### src/hw/rtl/dq_pkg.sv
// ----------------------------------------------------------------------------
// dq_pkg
// Shared types and constants for the double-ended byte queue.
// ----------------------------------------------------------------------------
`default_nettype none

package dq_pkg;

    localparam int DEPTH_DEFAULT = 8;
    localparam int ENTRY_W       = 8;
    localparam int KIND_W        = 2;
    localparam int STATUS_W      = 2;
    localparam int FILL_W        = 4;

    typedef enum logic [KIND_W-1:0] {
        KIND_PUSH_REAR  = 2'd0,
        KIND_POP_FRONT  = 2'd1,
        KIND_PUSH_FRONT = 2'd2,
        KIND_POP_REAR   = 2'd3
    } kind_t;

    typedef enum logic [STATUS_W-1:0] {
        STATUS_DONE  = 2'd0,
        STATUS_FULL  = 2'd1,
        STATUS_EMPTY = 2'd2
    } status_t;

    typedef enum logic [1:0] {
        ST_IDLE,
        ST_EXEC,
        ST_READ,
        ST_RESP
    } state_t;

    // controller to datapath
    typedef struct packed {
        logic load;     // latch the accepted operation
        logic exec;     // perform the operation, update pointers and count
        logic capture;  // take popped byte from the ram read port
    } dq_cmd_t;

    // datapath to controller
    typedef struct packed {
        logic pop_ok;   // operation in hand is a pop that will succeed
    } dq_stat_t;

endpackage

`default_nettype wire

### src/hw/rtl/dq_ram.sv
// ----------------------------------------------------------------------------
// dq_ram
// Generic single-clock RAM, one write and one read port, registered read.
// ----------------------------------------------------------------------------
`default_nettype none

module dq_ram #(
    parameter int WIDTH = 8,
    parameter int DEPTH = 8,
    localparam int AW   = $clog2(DEPTH)
) (
    input  wire logic             clk,
    input  wire logic             we,
    input  wire logic [AW-1:0]    waddr,
    input  wire logic [WIDTH-1:0] wdata,
    input  wire logic             re,
    input  wire logic [AW-1:0]    raddr,
    output logic      [WIDTH-1:0] rdata
);

    logic [WIDTH-1:0] mem [DEPTH];

    always_ff @(posedge clk)
    begin
        if (we)
        begin
            mem[waddr] <= wdata;
        end
        if (re)
        begin
            rdata <= mem[raddr];
        end
    end

endmodule

`default_nettype wire

### src/hw/rtl/dq_ctrl.sv
// ----------------------------------------------------------------------------
// dq_ctrl
// Sequencer: accepts one beat, runs it through execute, optional ram read,
// and a one-cycle result strobe.
// ----------------------------------------------------------------------------
`default_nettype none

module dq_ctrl (
    input  wire logic               clk,
    input  wire logic               rst_n,
    input  wire logic               start,
    input  wire dq_pkg::dq_stat_t   stat,
    output dq_pkg::dq_cmd_t         cmd,
    output logic                    busy,
    output logic                    done
);

    dq_pkg::state_t state_reg;
    dq_pkg::state_t state_next;

    always_ff @(posedge clk or negedge rst_n)
    begin
        if (!rst_n)
        begin
            state_reg <= dq_pkg::ST_IDLE;
        end
        else
        begin
            state_reg <= state_next;
        end
    end

    always_comb
    begin
        state_next  = state_reg;
        cmd         = '0;
        busy        = 1'b1;
        done        = 1'b0;
        case (state_reg)
            dq_pkg::ST_IDLE:
            begin
                busy = 1'b0;
                if (start)
                begin
                    cmd.load   = 1'b1;
                    state_next = dq_pkg::ST_EXEC;
                end
            end
            dq_pkg::ST_EXEC:
            begin
                cmd.exec   = 1'b1;
                state_next = stat.pop_ok ? dq_pkg::ST_READ : dq_pkg::ST_RESP;
            end
            dq_pkg::ST_READ:
            begin
                cmd.capture = 1'b1;
                state_next  = dq_pkg::ST_RESP;
            end
            dq_pkg::ST_RESP:
            begin
                done       = 1'b1;
                state_next = dq_pkg::ST_IDLE;
            end
            default:
            begin
                state_next = dq_pkg::ST_IDLE;
            end
        endcase
    end

endmodule

`default_nettype wire

### src/hw/rtl/dq_datapath.sv
// ----------------------------------------------------------------------------
// dq_datapath
// Head and tail pointers, entry count, entry ram and result registers.
// ----------------------------------------------------------------------------
`default_nettype none

module dq_datapath #(
    parameter int DEPTH = dq_pkg::DEPTH_DEFAULT
) (
    input  wire logic                          clk,
    input  wire logic                          rst_n,
    input  wire dq_pkg::dq_cmd_t               cmd,
    input  wire logic [dq_pkg::KIND_W-1:0]     kind,
    input  wire logic [dq_pkg::ENTRY_W-1:0]    push_byte,
    output dq_pkg::dq_stat_t                   stat,
    output logic      [dq_pkg::ENTRY_W-1:0]    pop_byte,
    output logic      [dq_pkg::STATUS_W-1:0]   status,
    output logic      [dq_pkg::FILL_W-1:0]     fill_count
);

    localparam int PTR_W = $clog2(DEPTH);
    localparam int CNT_W = $clog2(DEPTH + 1);
    localparam logic [PTR_W-1:0] PTR_LAST = PTR_W'(DEPTH - 1);
    localparam logic [CNT_W-1:0] CNT_FULL = CNT_W'(DEPTH);

    dq_pkg::kind_t                 kind_reg;
    logic [dq_pkg::ENTRY_W-1:0]    byte_reg;
    logic [PTR_W-1:0]              head_reg;
    logic [PTR_W-1:0]              head_next;
    logic [PTR_W-1:0]              tail_reg;
    logic [PTR_W-1:0]              tail_next;
    logic [CNT_W-1:0]              count_reg;
    logic [CNT_W-1:0]              count_next;
    logic [dq_pkg::ENTRY_W-1:0]    pop_byte_reg;
    dq_pkg::status_t               status_reg;
    dq_pkg::status_t               status_next;
    logic [dq_pkg::FILL_W-1:0]     fill_reg;

    logic                          is_push;
    logic                          full;
    logic                          empty;
    logic                          push_ok;
    logic                          pop_ok;
    logic [PTR_W-1:0]              head_up;
    logic [PTR_W-1:0]              head_dn;
    logic [PTR_W-1:0]              tail_up;
    logic [PTR_W-1:0]              tail_dn;
    logic                          ram_we;
    logic                          ram_re;
    logic [PTR_W-1:0]              ram_waddr;
    logic [PTR_W-1:0]              ram_raddr;
    logic [dq_pkg::ENTRY_W-1:0]    ram_rdata;

    assign head_up = (head_reg == PTR_LAST) ? '0 : head_reg + PTR_W'(1);
    assign head_dn = (head_reg == '0) ? PTR_LAST : head_reg - PTR_W'(1);
    assign tail_up = (tail_reg == PTR_LAST) ? '0 : tail_reg + PTR_W'(1);
    assign tail_dn = (tail_reg == '0) ? PTR_LAST : tail_reg - PTR_W'(1);

    assign is_push = (kind_reg == dq_pkg::KIND_PUSH_REAR)
                  || (kind_reg == dq_pkg::KIND_PUSH_FRONT);
    assign full    = (count_reg == CNT_FULL);
    assign empty   = (count_reg == '0);
    assign push_ok = is_push && !full;
    assign pop_ok  = !is_push && !empty;

    assign stat.pop_ok = pop_ok;

    always_comb
    begin
        head_next   = head_reg;
        tail_next   = tail_reg;
        count_next  = count_reg;
        ram_waddr   = tail_reg;
        ram_raddr   = head_reg;
        status_next = dq_pkg::STATUS_DONE;
        if (is_push && full)
        begin
            status_next = dq_pkg::STATUS_FULL;
        end
        else if (!is_push && empty)
        begin
            status_next = dq_pkg::STATUS_EMPTY;
        end
        else
        begin
            case (kind_reg)
                dq_pkg::KIND_PUSH_REAR:
                begin
                    ram_waddr  = tail_reg;
                    tail_next  = tail_up;
                    count_next = count_reg + CNT_W'(1);
                end
                dq_pkg::KIND_PUSH_FRONT:
                begin
                    ram_waddr  = head_dn;
                    head_next  = head_dn;
                    count_next = count_reg + CNT_W'(1);
                end
                dq_pkg::KIND_POP_FRONT:
                begin
                    ram_raddr  = head_reg;
                    head_next  = head_up;
                    count_next = count_reg - CNT_W'(1);
                end
                dq_pkg::KIND_POP_REAR:
                begin
                    ram_raddr  = tail_dn;
                    tail_next  = tail_dn;
                    count_next = count_reg - CNT_W'(1);
                end
                default:
                begin
                    count_next = count_reg;
                end
            endcase
        end
    end

    assign ram_we = cmd.exec && push_ok;
    assign ram_re = cmd.exec && pop_ok;

    dq_ram #(
        .WIDTH (dq_pkg::ENTRY_W),
        .DEPTH (DEPTH)
    ) u_ram (
        .clk   (clk),
        .we    (ram_we),
        .waddr (ram_waddr),
        .wdata (byte_reg),
        .re    (ram_re),
        .raddr (ram_raddr),
        .rdata (ram_rdata)
    );

    always_ff @(posedge clk or negedge rst_n)
    begin
        if (!rst_n)
        begin
            head_reg  <= '0;
            tail_reg  <= '0;
            count_reg <= '0;
        end
        else if (cmd.exec)
        begin
            head_reg  <= head_next;
            tail_reg  <= tail_next;
            count_reg <= count_next;
        end
    end

    // operation and result holding registers, no reset needed
    always_ff @(posedge clk)
    begin
        if (cmd.load)
        begin
            kind_reg <= dq_pkg::kind_t'(kind);
            byte_reg <= push_byte;
        end
        if (cmd.exec)
        begin
            pop_byte_reg <= '0;
            status_reg   <= status_next;
            fill_reg     <= dq_pkg::FILL_W'(count_next);
        end
        else if (cmd.capture)
        begin
            pop_byte_reg <= ram_rdata;
        end
    end

    assign pop_byte   = pop_byte_reg;
    assign status     = status_reg;
    assign fill_count = fill_reg;

endmodule

`default_nettype wire

### src/hw/rtl/double_ended_queue.sv
// ----------------------------------------------------------------------------
// double_ended_queue
// Byte deque in a circular buffer: push or pop at either end, one result
// per operation with popped byte, status and fill count.
// ----------------------------------------------------------------------------
// sequence: an accepted operation runs through execute, then the done cycle
//   for pushes and rejected operations; a successful pop has a registered ram read between them
// one operation at a time: a new one is taken only once the last is done; busy is
//   high after acceptance through the done cycle
// done is a single-cycle strobe, the receiver cannot stall it
// reset: rst_n clears pointers and count; ram contents are not cleared
`default_nettype none

module double_ended_queue #(
    parameter int DEPTH = dq_pkg::DEPTH_DEFAULT
) (
    input  wire logic                          clk,
    input  wire logic                          rst_n,
    input  wire logic                          start,
    input  wire logic [dq_pkg::KIND_W-1:0]     kind,
    input  wire logic [dq_pkg::ENTRY_W-1:0]    push_byte,
    output logic                               busy,
    output logic                               done,
    output logic      [dq_pkg::ENTRY_W-1:0]    pop_byte,
    output logic      [dq_pkg::STATUS_W-1:0]   status,
    output logic      [dq_pkg::FILL_W-1:0]     fill_count
);

    dq_pkg::dq_cmd_t  cmd;
    dq_pkg::dq_stat_t stat;

    dq_ctrl u_ctrl (
        .clk   (clk),
        .rst_n (rst_n),
        .start (start),
        .stat  (stat),
        .cmd   (cmd),
        .busy  (busy),
        .done  (done)
    );

    dq_datapath #(
        .DEPTH (DEPTH)
    ) u_datapath (
        .clk        (clk),
        .rst_n      (rst_n),
        .cmd        (cmd),
        .kind       (kind),
        .push_byte  (push_byte),
        .stat       (stat),
        .pop_byte   (pop_byte),
        .status     (status),
        .fill_count (fill_count)
    );

endmodule

`default_nettype wire
### config.mk
export PLATFORM = sky130hd
export DESIGN_NAME = double_ended_queue
export DESIGN_NICKNAME = d
export VERILOG_FILES = /design/src/hw/rtl/dq_pkg.sv /design/src/hw/rtl/dq_ram.sv /design/src/hw/rtl/dq_ctrl.sv /design/src/hw/rtl/dq_datapath.sv /design/src/hw/rtl/double_ended_queue.sv
export SDC_FILE = /design/constraint.sdc
export NUM_CORES = 1
export LEC_CHECK = 0
export BUFFER_PORTS_ARGS = -buffer_cell sky130_fd_sc_hd__buf_2
export CORE_MARGIN = 2
export CORE_UTILIZATION = 55
export DETAILED_ROUTE_END_ITERATION = 16
export MAX_ROUTING_LAYER = met4
export PLACE_DENSITY_LB_ADDON = 0.3
export SKIP_LAST_GASP = 1
export SYNTH_ARGS = -nofsm -noshare
export SYNTH_HDL_FRONTEND = slang
export SYNTH_SLANG_ARGS = --single-unit
### constraint.sdc
create_clock -name clk -period 3.75 [get_ports clk]
set_input_delay 0.75 -clock clk [delete_from_list [all_inputs] [get_ports clk]]
set_output_delay 0.75 -clock clk [all_outputs]
set_load 0.02 [all_outputs]
==> flow_summary_export.csv, run 1 <==
group,metric,value,unit
sta,fin_crit,2861,ps
cells_and_area,num_antenna_cells,0,
clocking,cts_tree,"built",
cells_and_area,final_common_cell,"edfxtp_1",
floorplanning,die_height,105.3,µm
detailed_routing,wire_per_inst,21.46,µm
detailed_routing,ant_nets,0,
cells_and_area,final_cell_mix,"88 x edfxtp_1, 76 x nand3_1, 33 x a22oi_1, 31 x nand2_1, 28 x buf_2",
detailed_routing,drt_iter0_markers,582,
clocking,cts_max_path_buffers,2,
pwr,leakagePower,2.168,nW
cells_and_area,fin_cells,646,
logic_synthesis,synth.top_cell.area_share,46.85,%
sta,slew_headroom,44.45,%
sta,setup_viol,0,
sta,rsz0062_at_grt,"false",
detailed_routing,viasPerCell,6.745,
sta,finalHoldViolations,0,
setup_path,cp_max_fo,32,
logic_synthesis,synthTopCellsByArea,"edfxtp_1 47%, nand3_1 6.7%, dfrtp_1 5.3%",
logic_synthesis,synth_top_area_cell,"edfxtp_1",
clocking,cts_hold_buf,0,
placed_design,gp_congestion,0.9119,
cells_and_area,area_growth,8.363,%
hold_path,hold_class,"input pin to asynchronous set/reset pin",
cells_and_area,nFillCells,770,
logic_synthesis,ys_ff_latch,108,
sta,fin_crit_sh,76.28,%
cells_and_area,nets,541,
setup_path,r2r-end,"u_datapath.u_ram.rdata[2]$_DFFE_PP_",
setup_path,worstSetupPathType,"register to register",
detailed_routing,drc,0,
logic_synthesis,synth_nets,519,
setup_path,reg2reg_from,"u_datapath.kind_reg[0]$_DFFE_PP_",
global_route,grt_max_degree,33,
clocking,cts_buffers,9,
clocking,cts.sinks,108,
run_status,outcome,"complete, no violations",
global_route,track_usage,26.68,%
logic_synthesis,avgSynthCellArea,11.61,µm²
detailed_routing,wl,13860,µm
setup_path,crit_arrival,2960,ps
floorplanning,start_util,57.18,%
sta,fmax,349.6,MHz
placed_design,dpl.hpwl,8847,µm
floorplanning,fp.coreArea,0.009864,mm²
setup_path,endpoint_kind,"register",
global_route,antenna_found_initial,0,
pwr,ir_drop,0.3985,mV
logic_synthesis,yosysWarnings,0,
setup_path,r2r_slack,890,ps
sta,tns,0,ps
global_route,grt_pass1_vias,4145,
cells_and_area,regMostFlops,"u_datapath.u_ram.mem",
placed_design,port_buffers,28,
detailed_routing,firstDrtPassIters,6,
clocking,cts_resized,0,
floorplanning,fp.dieW,105.3,µm
detailed_routing,dr_total_vias,4357,
pwr,p_per_area,798.0,mW/mm²
logic_synthesis,seq_area_frac_synth,55.01,%
clocking,root_buffer,"clkbuf_8",
run,maxCapViolCount,0,
clocking,cts_setup_buffers,0,
sta,finClkSkew,11.42,ps
sta,final-max-slew-violation-count,0,
logic_synthesis,synth_cells,486,
global_route,grt_pass1_wl,21880,µm
clocking,clk_latency,380,ps
setup_path,rr_worst_depth,8,
placed_design,dp_cells,630,
clocking,clkTransAtPathRegs,100,ps
setup_path,cp.required,3850,ps
cells_and_area,drive_gt1_share,15.98,%
logic_synthesis,synth_cell_types,57,
sta,tightestPinTransition,830.3,ps
floorplanning,die_area,0.01108,mm²
floorplanning,ios,29,
global_route,overflow,0,
floorplanning,rows,36,
cells_and_area,largest_reg_flops,64,
clocking,h-tree-depth,3,
logic_synthesis,synth_area,0.005640,mm²
setup_path,startpoint_type,"register",
[through the flow]
step / setup slack, ps / power (mW) / cell area, µm² / hold WS (ps) / utilization [%]
after floorplan: 989.8 / 3.528 / 5640 / 454.4 / -
after global placement: 1021 / 4.121 / 5938 / 468.7 / 60.20
after detailed placement: 938.0 / 4.204 / 5938 / 478.4 / 60.20
after CTS: 927.5 / 4.841 / 6112 / 247.2 / 61.96
after global routing: 684.7 / 5.162 / 6112 / 259.3 / 61.96
final: 889.5 / 4.877 / 6112 / 245.2 / 61.96
[worst max-delay path by stage]
stage | startpoint | to | slack (ps) | depth (start not counted)
3_5_place_dp | u_datapath.kind_reg[0]$_DFFE_PP_ | u_datapath.u_ram.rdata[2]$_DFFE_PP_ | 940 | 8
5_1_grt | u_datapath.kind_reg[0]$_DFFE_PP_ | u_datapath.u_ram.rdata[2]$_DFFE_PP_ | 680 | 8
2_1_floorplan | u_datapath.count_reg[1]$_DFFE_PN0P_ | u_datapath.u_ram.mem[6][0]$_DFFE_PP_ | 990 | 7
4_1_cts | u_datapath.kind_reg[0]$_DFFE_PP_ | u_datapath.u_ram.rdata[2]$_DFFE_PP_ | 930 | 8
3_3_place_gp | u_datapath.kind_reg[0]$_DFFE_PP_ | u_datapath.u_ram.rdata[2]$_DFFE_PP_ | 1020 | 8
6_report | u_datapath.kind_reg[0]$_DFFE_PP_ | u_datapath.u_ram.rdata[2]$_DFFE_PP_ | 890 | 8
[kinds of logic (layout without fill, tap and decap cells)]
| kind of cell | count (synthesis) | count (layout) | share of synthesized area [%] |
|---|---|---|---|
| DFF | 108 | 108 | 55.01 |
| adders and majority gates | 20 | 20 | 4.570 |
| muxes | 15 | 15 | 3.150 |
| buffers and inverters | 49 | 76 | 3.616 |
| xor gates and xnor gates | 4 | 4 | 0.6212 |
| AOI/OAI and AO/OA | 125 | 125 | 17.88 |
| and+or+nand+nor | 165 | 165 | 15.15 |
[cells in the mapped netlist (all sizes together)]
library cell and instances:
a2111oi 1, a21o 1, a21oi 10, a221o 8, a221oi 25, a22o 8
a22oi 33, a31o 1, a31oi 1, a32o 1, a32oi 2, and2 1
and3 6, and3b 1, buf 20, clkbuf 15, dfrtp 12, dfxtp 8
edfxtp 88, fa 1, ha 19, inv 14, mux2 2, mux2i 13
nand2 32, nand2b 1, nand3 76, nor2 22, nor2b 3, nor3 8
nor3b 3, nor4 2, o211ai 8, o21a 2, o21ai 10, o21bai 1
o22ai 3, o31ai 2, o32ai 8, or2 1, or3 1, or4 8
xnor2 2, xor2 2
[cell type report]
class,count,area (µm²),area share (%)
sequential,108,3103,50.77
tap,133,166.4,2.723
multi-input combinational,329,2341,38.30
clock inverter,7,50.05,0.8188
timing repair buffer,46,275.3,4.504
clock buffer,9,123.9,2.027
inverter,14,52.55,0.8598
[power breakdown]
part           internal [mW]  leakage, nW  switching, mW
clock network          0.245       0.0889          0.404
registers               1.61         1.01          0.210
logic                  0.889         1.07           1.52
[critical path, cell delays in order (launching register included)]
cell	delay, ps
edfxtp_1	490
inv_1	130
ha_1	310
nor3_4	380
nor2_8	80
mux2i_4	190
buf_4	260
a221oi_1	580
a221oi_1	150
[routing by layer]
metal  up-vias  wire [µm]  global-route usage (%)
met5         -          0                       -
met4         0        371                   10.38
met2       277       6612                   42.12
li1       1969          -                       -
met1      2075       5637                   35.47
met3        36       1240                   3.401
Note: power is estimated with default switching activity, not from simulation.
==> inputs of run 2 (changes only) <==
==> constraint.sdc (replaced) <==
create_clock -name clk -period 2.58 [get_ports clk]
set_input_delay 0.516 -clock clk [delete_from_list [all_inputs] [get_ports clk]]
set_output_delay 0.516 -clock clk [all_outputs]
set_load 0.02 [all_outputs]
==> flow_summary_export.csv, run 2 (same netlist as run 1, synthesis figures left out) <==
group,metric,value,unit
run_status,outcome,"complete, no violations",
global_route,grt_pass1_wl,22720,µm
cells_and_area,design_area,0.006574,mm²
sta,tightestPinTransition,676.6,ps
sta,finClkSkew,14.15,ps
detailed_routing,dr_total_vias,4535,
clocking,cts_max_path_buffers,2,
global_route,track_usage,27.78,%
cells_and_area,final_core_util,66.64,%
placed_design,port_buffers,28,
pwr,p_seq_share,33.6,%
clocking,cts.sinks,108,
pwr,comb_power_share,51.7,%
pwr,internal_power,4.601,mW
pwr,switching_share,41.34,%
cells_and_area,largest_reg_flops,64,
clocking,cts_buffers,9,
clocking,root_buffer,"clkbuf_8",
detailed_routing,drt_iter0_markers,547,
pwr,p_switching,3.242,mW
detailed_routing,wire_per_inst,21.95,µm
detailed_routing,ant_nets,0,
detailed_routing,viasPerCell,6.719,
cells_and_area,final_cell_mix,"88 x edfxtp_1, 76 x nand3_1, 38 x buf_4, 33 x a22oi_1, 31 x nand2_1",
setup_path,crit_arrival,2600,ps
floorplanning,rows,36,
global_route,overflow,0,
sta,finalHoldViolations,0,
global_route,antenna_found_initial,0,
pwr,p_per_area,1193,mW/mm²
cells_and_area,drive_gt1_share,21.77,%
floorplanning,fp.coreArea,0.009864,mm²
run,maxCapViolCount,0,
setup_path,cp.required,2690,ps
setup_path,endpoint_kind,"register",
cells_and_area,nets,570,
detailed_routing,wl,14820,µm
global_route,grt_pass1_vias,4273,
placed_design,pre_cts_ws,-197.7,ps
floorplanning,fp.dieW,105.3,µm
setup_path,worstSetupPathType,"register to register",
cells_and_area,multi_input_area,0.002441,mm²
placed_design,dpl.hpwl,9793,µm
hold_path,hold_class,"input pin to asynchronous set/reset pin",
floorplanning,ios,29,
clocking,clkTransAtPathRegs,110,ps
global_route,grt_max_degree,56,
sta,fmax,400.9,MHz
sta,setup_slack,85.55,ps
sta,fin_crit,2494,ps
sta,final-max-slew-violation-count,0,
cells_and_area,num_antenna_cells,0,
clocking,cts_tree,"built",
floorplanning,start_util,57.18,%
floorplanning,die_area,0.01108,mm²
detailed_routing,firstDrtPassIters,5,
cells_and_area,area.sequential,0.003103,mm²
cells_and_area,final_common_cell,"edfxtp_1",
detailed_routing,drc,0,
sta,setup_viol,0,
clocking,clk_latency,380,ps
placed_design,gp_congestion,0.9494,
cells_and_area,area_growth,16.55,%
pwr,leakagePower,2.379,nW
floorplanning,die_height,105.3,µm
sta,rsz0062_at_grt,"true",
sta,slew_headroom,54.79,%
pwr,pwr-share-clk,14.7,%
sta,fin_crit_sh,96.68,%
setup_path,startpoint_type,"register",
cells_and_area,regMostFlops,"u_datapath.u_ram.mem",
clocking,h-tree-depth,3,
placed_design,place_area,0.006153,mm²
setup_path,cp_max_fo,55,
cells_and_area,nFillCells,758,
pwr,ir_drop,0.5771,mV
==> run 2: worst max-delay path, cell delays in order (launching register included) <==
cell and delay, ps:
edfxtp_1 370, buf_4 150, ha_2 230, buf_12 260, nor2b_2 60, buf_4 260, a22oi_1 220, o211ai_1 180
a221o_1 290, o32ai_1 120, a221oi_1 80
==> run 2: final timing paths <==
| path | startpoint | endpoint | slack (ps) | cells past startpoint |
|---|---|---|---|---|
| min reg2reg | u_datapath.u_ram.rdata[4]$_DFFE_PP_ | u_datapath.pop_byte[4]$_SDFFE_PP0N_ | 500 | 2 |
| max reg2reg | u_datapath.kind_reg[0]$_DFFE_PP_ | u_datapath.u_ram.rdata[0]$_DFFE_PP_ | 90 | 10 |
| max in group asynchronous | rst_n | u_ctrl.state_reg[1]$_DFFE_PN0P_ | 2310 | 1 |
| max | u_datapath.kind_reg[0]$_DFFE_PP_ | u_datapath.u_ram.rdata[0]$_DFFE_PP_ | 90 | 10 |
| min in group clk | push_byte[5] | u_datapath.byte_reg[5]$_DFFE_PP_ | 310 | 1 |
| min | rst_n | u_datapath.head_reg[1]$_DFFE_PN0P_ | 20 | 1 |
==> run 2: repair_timing <==
action / CTS / global route
hold buffers: 0 / 0
pin swaps: 0 / 4
endpoints found under the setup margin: 8 / 8
gates cloned: 1 / 1
setup buffers: 0 / 5
gates resized for setup: 7 / 5
==> run 2: final cells by class <==
type / instances / area share, %
Multi-Input combinational cell: 330 / 37.13
Clock buffer: 9 / 1.884
Sequential cell: 108 / 47.20
Tap cell: 133 / 2.531
Inverter: 14 / 0.7994
Clock inverter: 7 / 1.466
Timing Repair Buffer: 74 / 8.984
==> run 2: metrics by stage <==
stage	total power [mW]	instances	hold WS (ps)	setup TNS, ps
2_1_floorplan	5.140	486	220.4	0
3_3_place_gp	6.170	652	417.6	-503.5
3_5_place_dp	6.299	652	421.5	-1011
4_1_cts	7.542	669	11.30	0
5_1_grt	8.276	675	25.33	-272.6
6_report	7.843	675	17.39	0
==> run 2: power groups by stage <==
stage	logic, mW	clock network, mW	registers (mW)
after global placement	3.53	0	2.64
after detailed placement	3.64	0	2.66
after floorplan	2.46	0	2.68
after global routing	4.38	1.23	2.67
after CTS	3.76	1.16	2.63
final	4.06	1.15	2.63
==> run 2: metal layers <==
metal / share of wire (%) / GRT usage [%] / vias up / routed length [µm]
li1: - / - / 2027 / -
met1: 40 / 36.49 / 2197 / 5914
met2: 48 / 42.26 / 274 / 7082
met3: 9.3 / 6.246 / 37 / 1375
met4: 3.0 / 10.95 / 0 / 442
met5: 0 / - / - / 0
==> inputs of run 3 (changes only) <==
==> constraint.sdc (replaced) <==
create_clock -name clk -period 2.09 [get_ports clk]
set_input_delay 0.418 -clock clk [delete_from_list [all_inputs] [get_ports clk]]
set_output_delay 0.418 -clock clk [all_outputs]
set_load 0.02 [all_outputs]
==> flow_summary_export.csv, run 3 (same netlist as run 1, synthesis figures left out) <==
group,metric,value,unit
run_status,outcome,"complete, but fails checks",
run_status,failed_checks,"negative setup slack",
pwr,p_switching,4.799,mW
pwr,p_seq_share,28.1,%
pwr,pwr-share-clk,12.4,%
global_route,track_usage,30.98,%
floorplanning,fp.coreArea,0.009864,mm²
setup_path,startpoint_type,"register",
global_route,grt_pass1_wl,25340,µm
sta,setup_slack,-453.6,ps
cells_and_area,drive_gt1_share,35.54,%
placed_design,gp_congestion,0.8988,
clocking,clkTransAtPathRegs,110,ps
setup_path,crit_chain,"buf_6 > ha_4 > buf_4 > nor3_4 > buf_6 > o21ai_4 > buf_6 > buf_4 > a32oi_2 > buf_6 > o32ai_1 > a221oi_1",
detailed_routing,drt_iter0_markers,706,
detailed_routing,drc,0,
sta,fin_crit,2544,ps
hold_path,hold_class,"input pin to register",
pwr,p_per_area,1555,mW/mm²
setup_path,cp.required,2290,ps
placed_design,pre_cts_ws,-687.3,ps
pwr,ir_drop,0.7484,mV
cells_and_area,nets,616,
sta,finalHoldViolations,0,
sta,tightestPinTransition,737.3,ps
setup_path,worstSetupPathType,"register to register",
placed_design,place_area,0.006470,mm²
sta,fin_crit_sh,121.7,%
cells_and_area,regMostFlops,"u_datapath.u_ram.mem",
detailed_routing,dr_total_vias,4985,
cells_and_area,final_cell_mix,"88 x edfxtp_1, 75 x nand3_1, 60 x buf_4, 33 x a22oi_1, 28 x buf_2",
setup_path,cpMaxStageDelayCell,"edfxtp_1",
setup_path,endpoint_kind,"register",
clocking,cts_max_path_buffers,2,
setup_path,cp_max_fo,8,
clocking,h-tree-depth,3,
sta,setup_viol,79,
detailed_routing,wire_per_inst,23.63,µm
sta,final-max-slew-violation-count,0,
detailed_routing,firstDrtPassIters,7,
sta,slew_headroom,50.74,%
clocking,root_buffer,"clkbuf_8",
floorplanning,die_area,0.01108,mm²
sta,rsz0062_at_grt,"true",
cells_and_area,area_growth,30.52,%
placed_design,dpl.hpwl,9898,µm
clocking,cts_buffers,9,
clocking,cts.sinks,108,
setup_path,crit_arrival,2740,ps
cells_and_area,num_antenna_cells,0,
detailed_routing,wl,17040,µm
clocking,cts_tree,"built",
floorplanning,die_height,105.3,µm
sta,fmax,393.1,MHz
global_route,antenna_found_initial,0,
sta,finClkSkew,11.88,ps
global_route,grt_pass1_vias,4786,
pwr,switching_share,41.92,%
floorplanning,ios,29,
pwr,leakagePower,2.699,nW
cells_and_area,final_common_cell,"edfxtp_1",
pwr,comb_power_share,59.4,%
global_route,overflow,0,
pwr,finalPower,11.45,mW
setup_path,cpPeakStageDelay,460,ps
cells_and_area,area.sequential,0.003105,mm²
clocking,clk_latency,400,ps
cells_and_area,design_area,0.007362,mm²
cells_and_area,nFillCells,596,
run,maxCapViolCount,0,
setup_path,cp_common_cell,"buf_6",
floorplanning,start_util,57.18,%
detailed_routing,ant_nets,0,
cells_and_area,multi_input_area,0.002735,mm²
floorplanning,rows,36,
cells_and_area,largest_reg_flops,64,
placed_design,port_buffers,28,
floorplanning,fp.dieW,105.3,µm
global_route,grt_max_degree,48,
detailed_routing,viasPerCell,6.914,
setup_path,r2r_slack,-450,ps
pwr,internal_power,6.651,mW
==> run 3: changes by cell type in the layout (fill, tap and decap cells not counted), sizes merged <==
cell,delta
buf,+47
clkbuf,-1
dlygate4sd3,+1
mux2i,-1
==> run 3: path summary, 6_finish.rpt <==
kind,to,depth (start not counted),start
worst max-delay path,u_datapath.u_ram.rdata[7]$_DFFE_PP_,12,u_datapath.kind_reg[1]$_DFFE_PP_
worst min-delay path,u_datapath.byte_reg[5]$_DFFE_PP_,1,push_byte[5]
worst max register to register,u_datapath.u_ram.rdata[7]$_DFFE_PP_,12,u_datapath.kind_reg[1]$_DFFE_PP_
worst min register to register,u_datapath.pop_byte[4]$_SDFFE_PP0N_,2,u_datapath.pop_byte[4]$_SDFFE_PP0N_
max in group asynchronous,u_datapath.tail_reg[0]$_DFFE_PN0P_,2,rst_n
min in group asynchronous,u_datapath.tail_reg[2]$_DFFE_PN0P_,2,rst_n
==> run 3: worst max-delay path: cells and delay by family (launching register included) <==
family	cells	cell delay, ps
buffers and inverters	6	910
AO/OA/AOI/OAI	4	660
flip-flops	1	460
adder cells (fa/ha/maj)	1	170
AND/OR/NAND/NOR	1	170
==> run 3: area by class of cell <==
cell class,count,area share (%)
multi-input combinational,329,37.15
clock inverter,7,1.309
clock buffer,9,1.683
inverter,14,0.7138
timing repair buffer,121,14.70
tap,133,2.260
sequential,108,42.18
==> run 3: per-stage QoR <==
| step | hold slack (ps) | instances | util [%] | setup TNS [ps] |
|---|---|---|---|---|
| floorplan | 122.4 | 486 | - | -10240 |
| global placement | 319.4 | 676 | 65.59 | -13030 |
| detailed placement | 330.1 | 676 | 65.59 | -16270 |
| CTS | 179.4 | 716 | 72.87 | -15830 |
| global route | 173.3 | 721 | 74.63 | -21710 |
| finish | 186.5 | 721 | 74.63 | -19730 |
==> run 3: per-layer routing <==
layer	routed length [µm]	track usage, %	vias up
met2	8230	48.39	383
met5	0	-	-
met1	6103	39.13	2394
met3	2041	7.607	84
li1	-	-	2124
met4	660	12.19	0
==> run 3: power by group through the flow <==
| stage | combinational, mW | clock, mW | sequential, mW |
|---|---|---|---|
| after floorplan | 3.17 | 0 | 3.31 |
| after global placement | 5.07 | 0 | 3.21 |
| after detailed placement | 5.25 | 0 | 3.24 |
| after CTS | 6.05 | 1.43 | 3.19 |
| after global routing | 7.17 | 1.51 | 3.26 |
| final | 6.81 | 1.42 | 3.22 |
==> run 3: what timing repair did <==
| item | CTS | global route |
|---|---|---|
| endpoints found under the setup margin | 75 | 88 |
| hold buffers | 1 | 0 |
| gates resized for setup | 62 | 31 |
| buffers inserted | 23 | 7 |
| hold endpoints to repair | 12 | 0 |
| pin swaps | 19 | 11 |
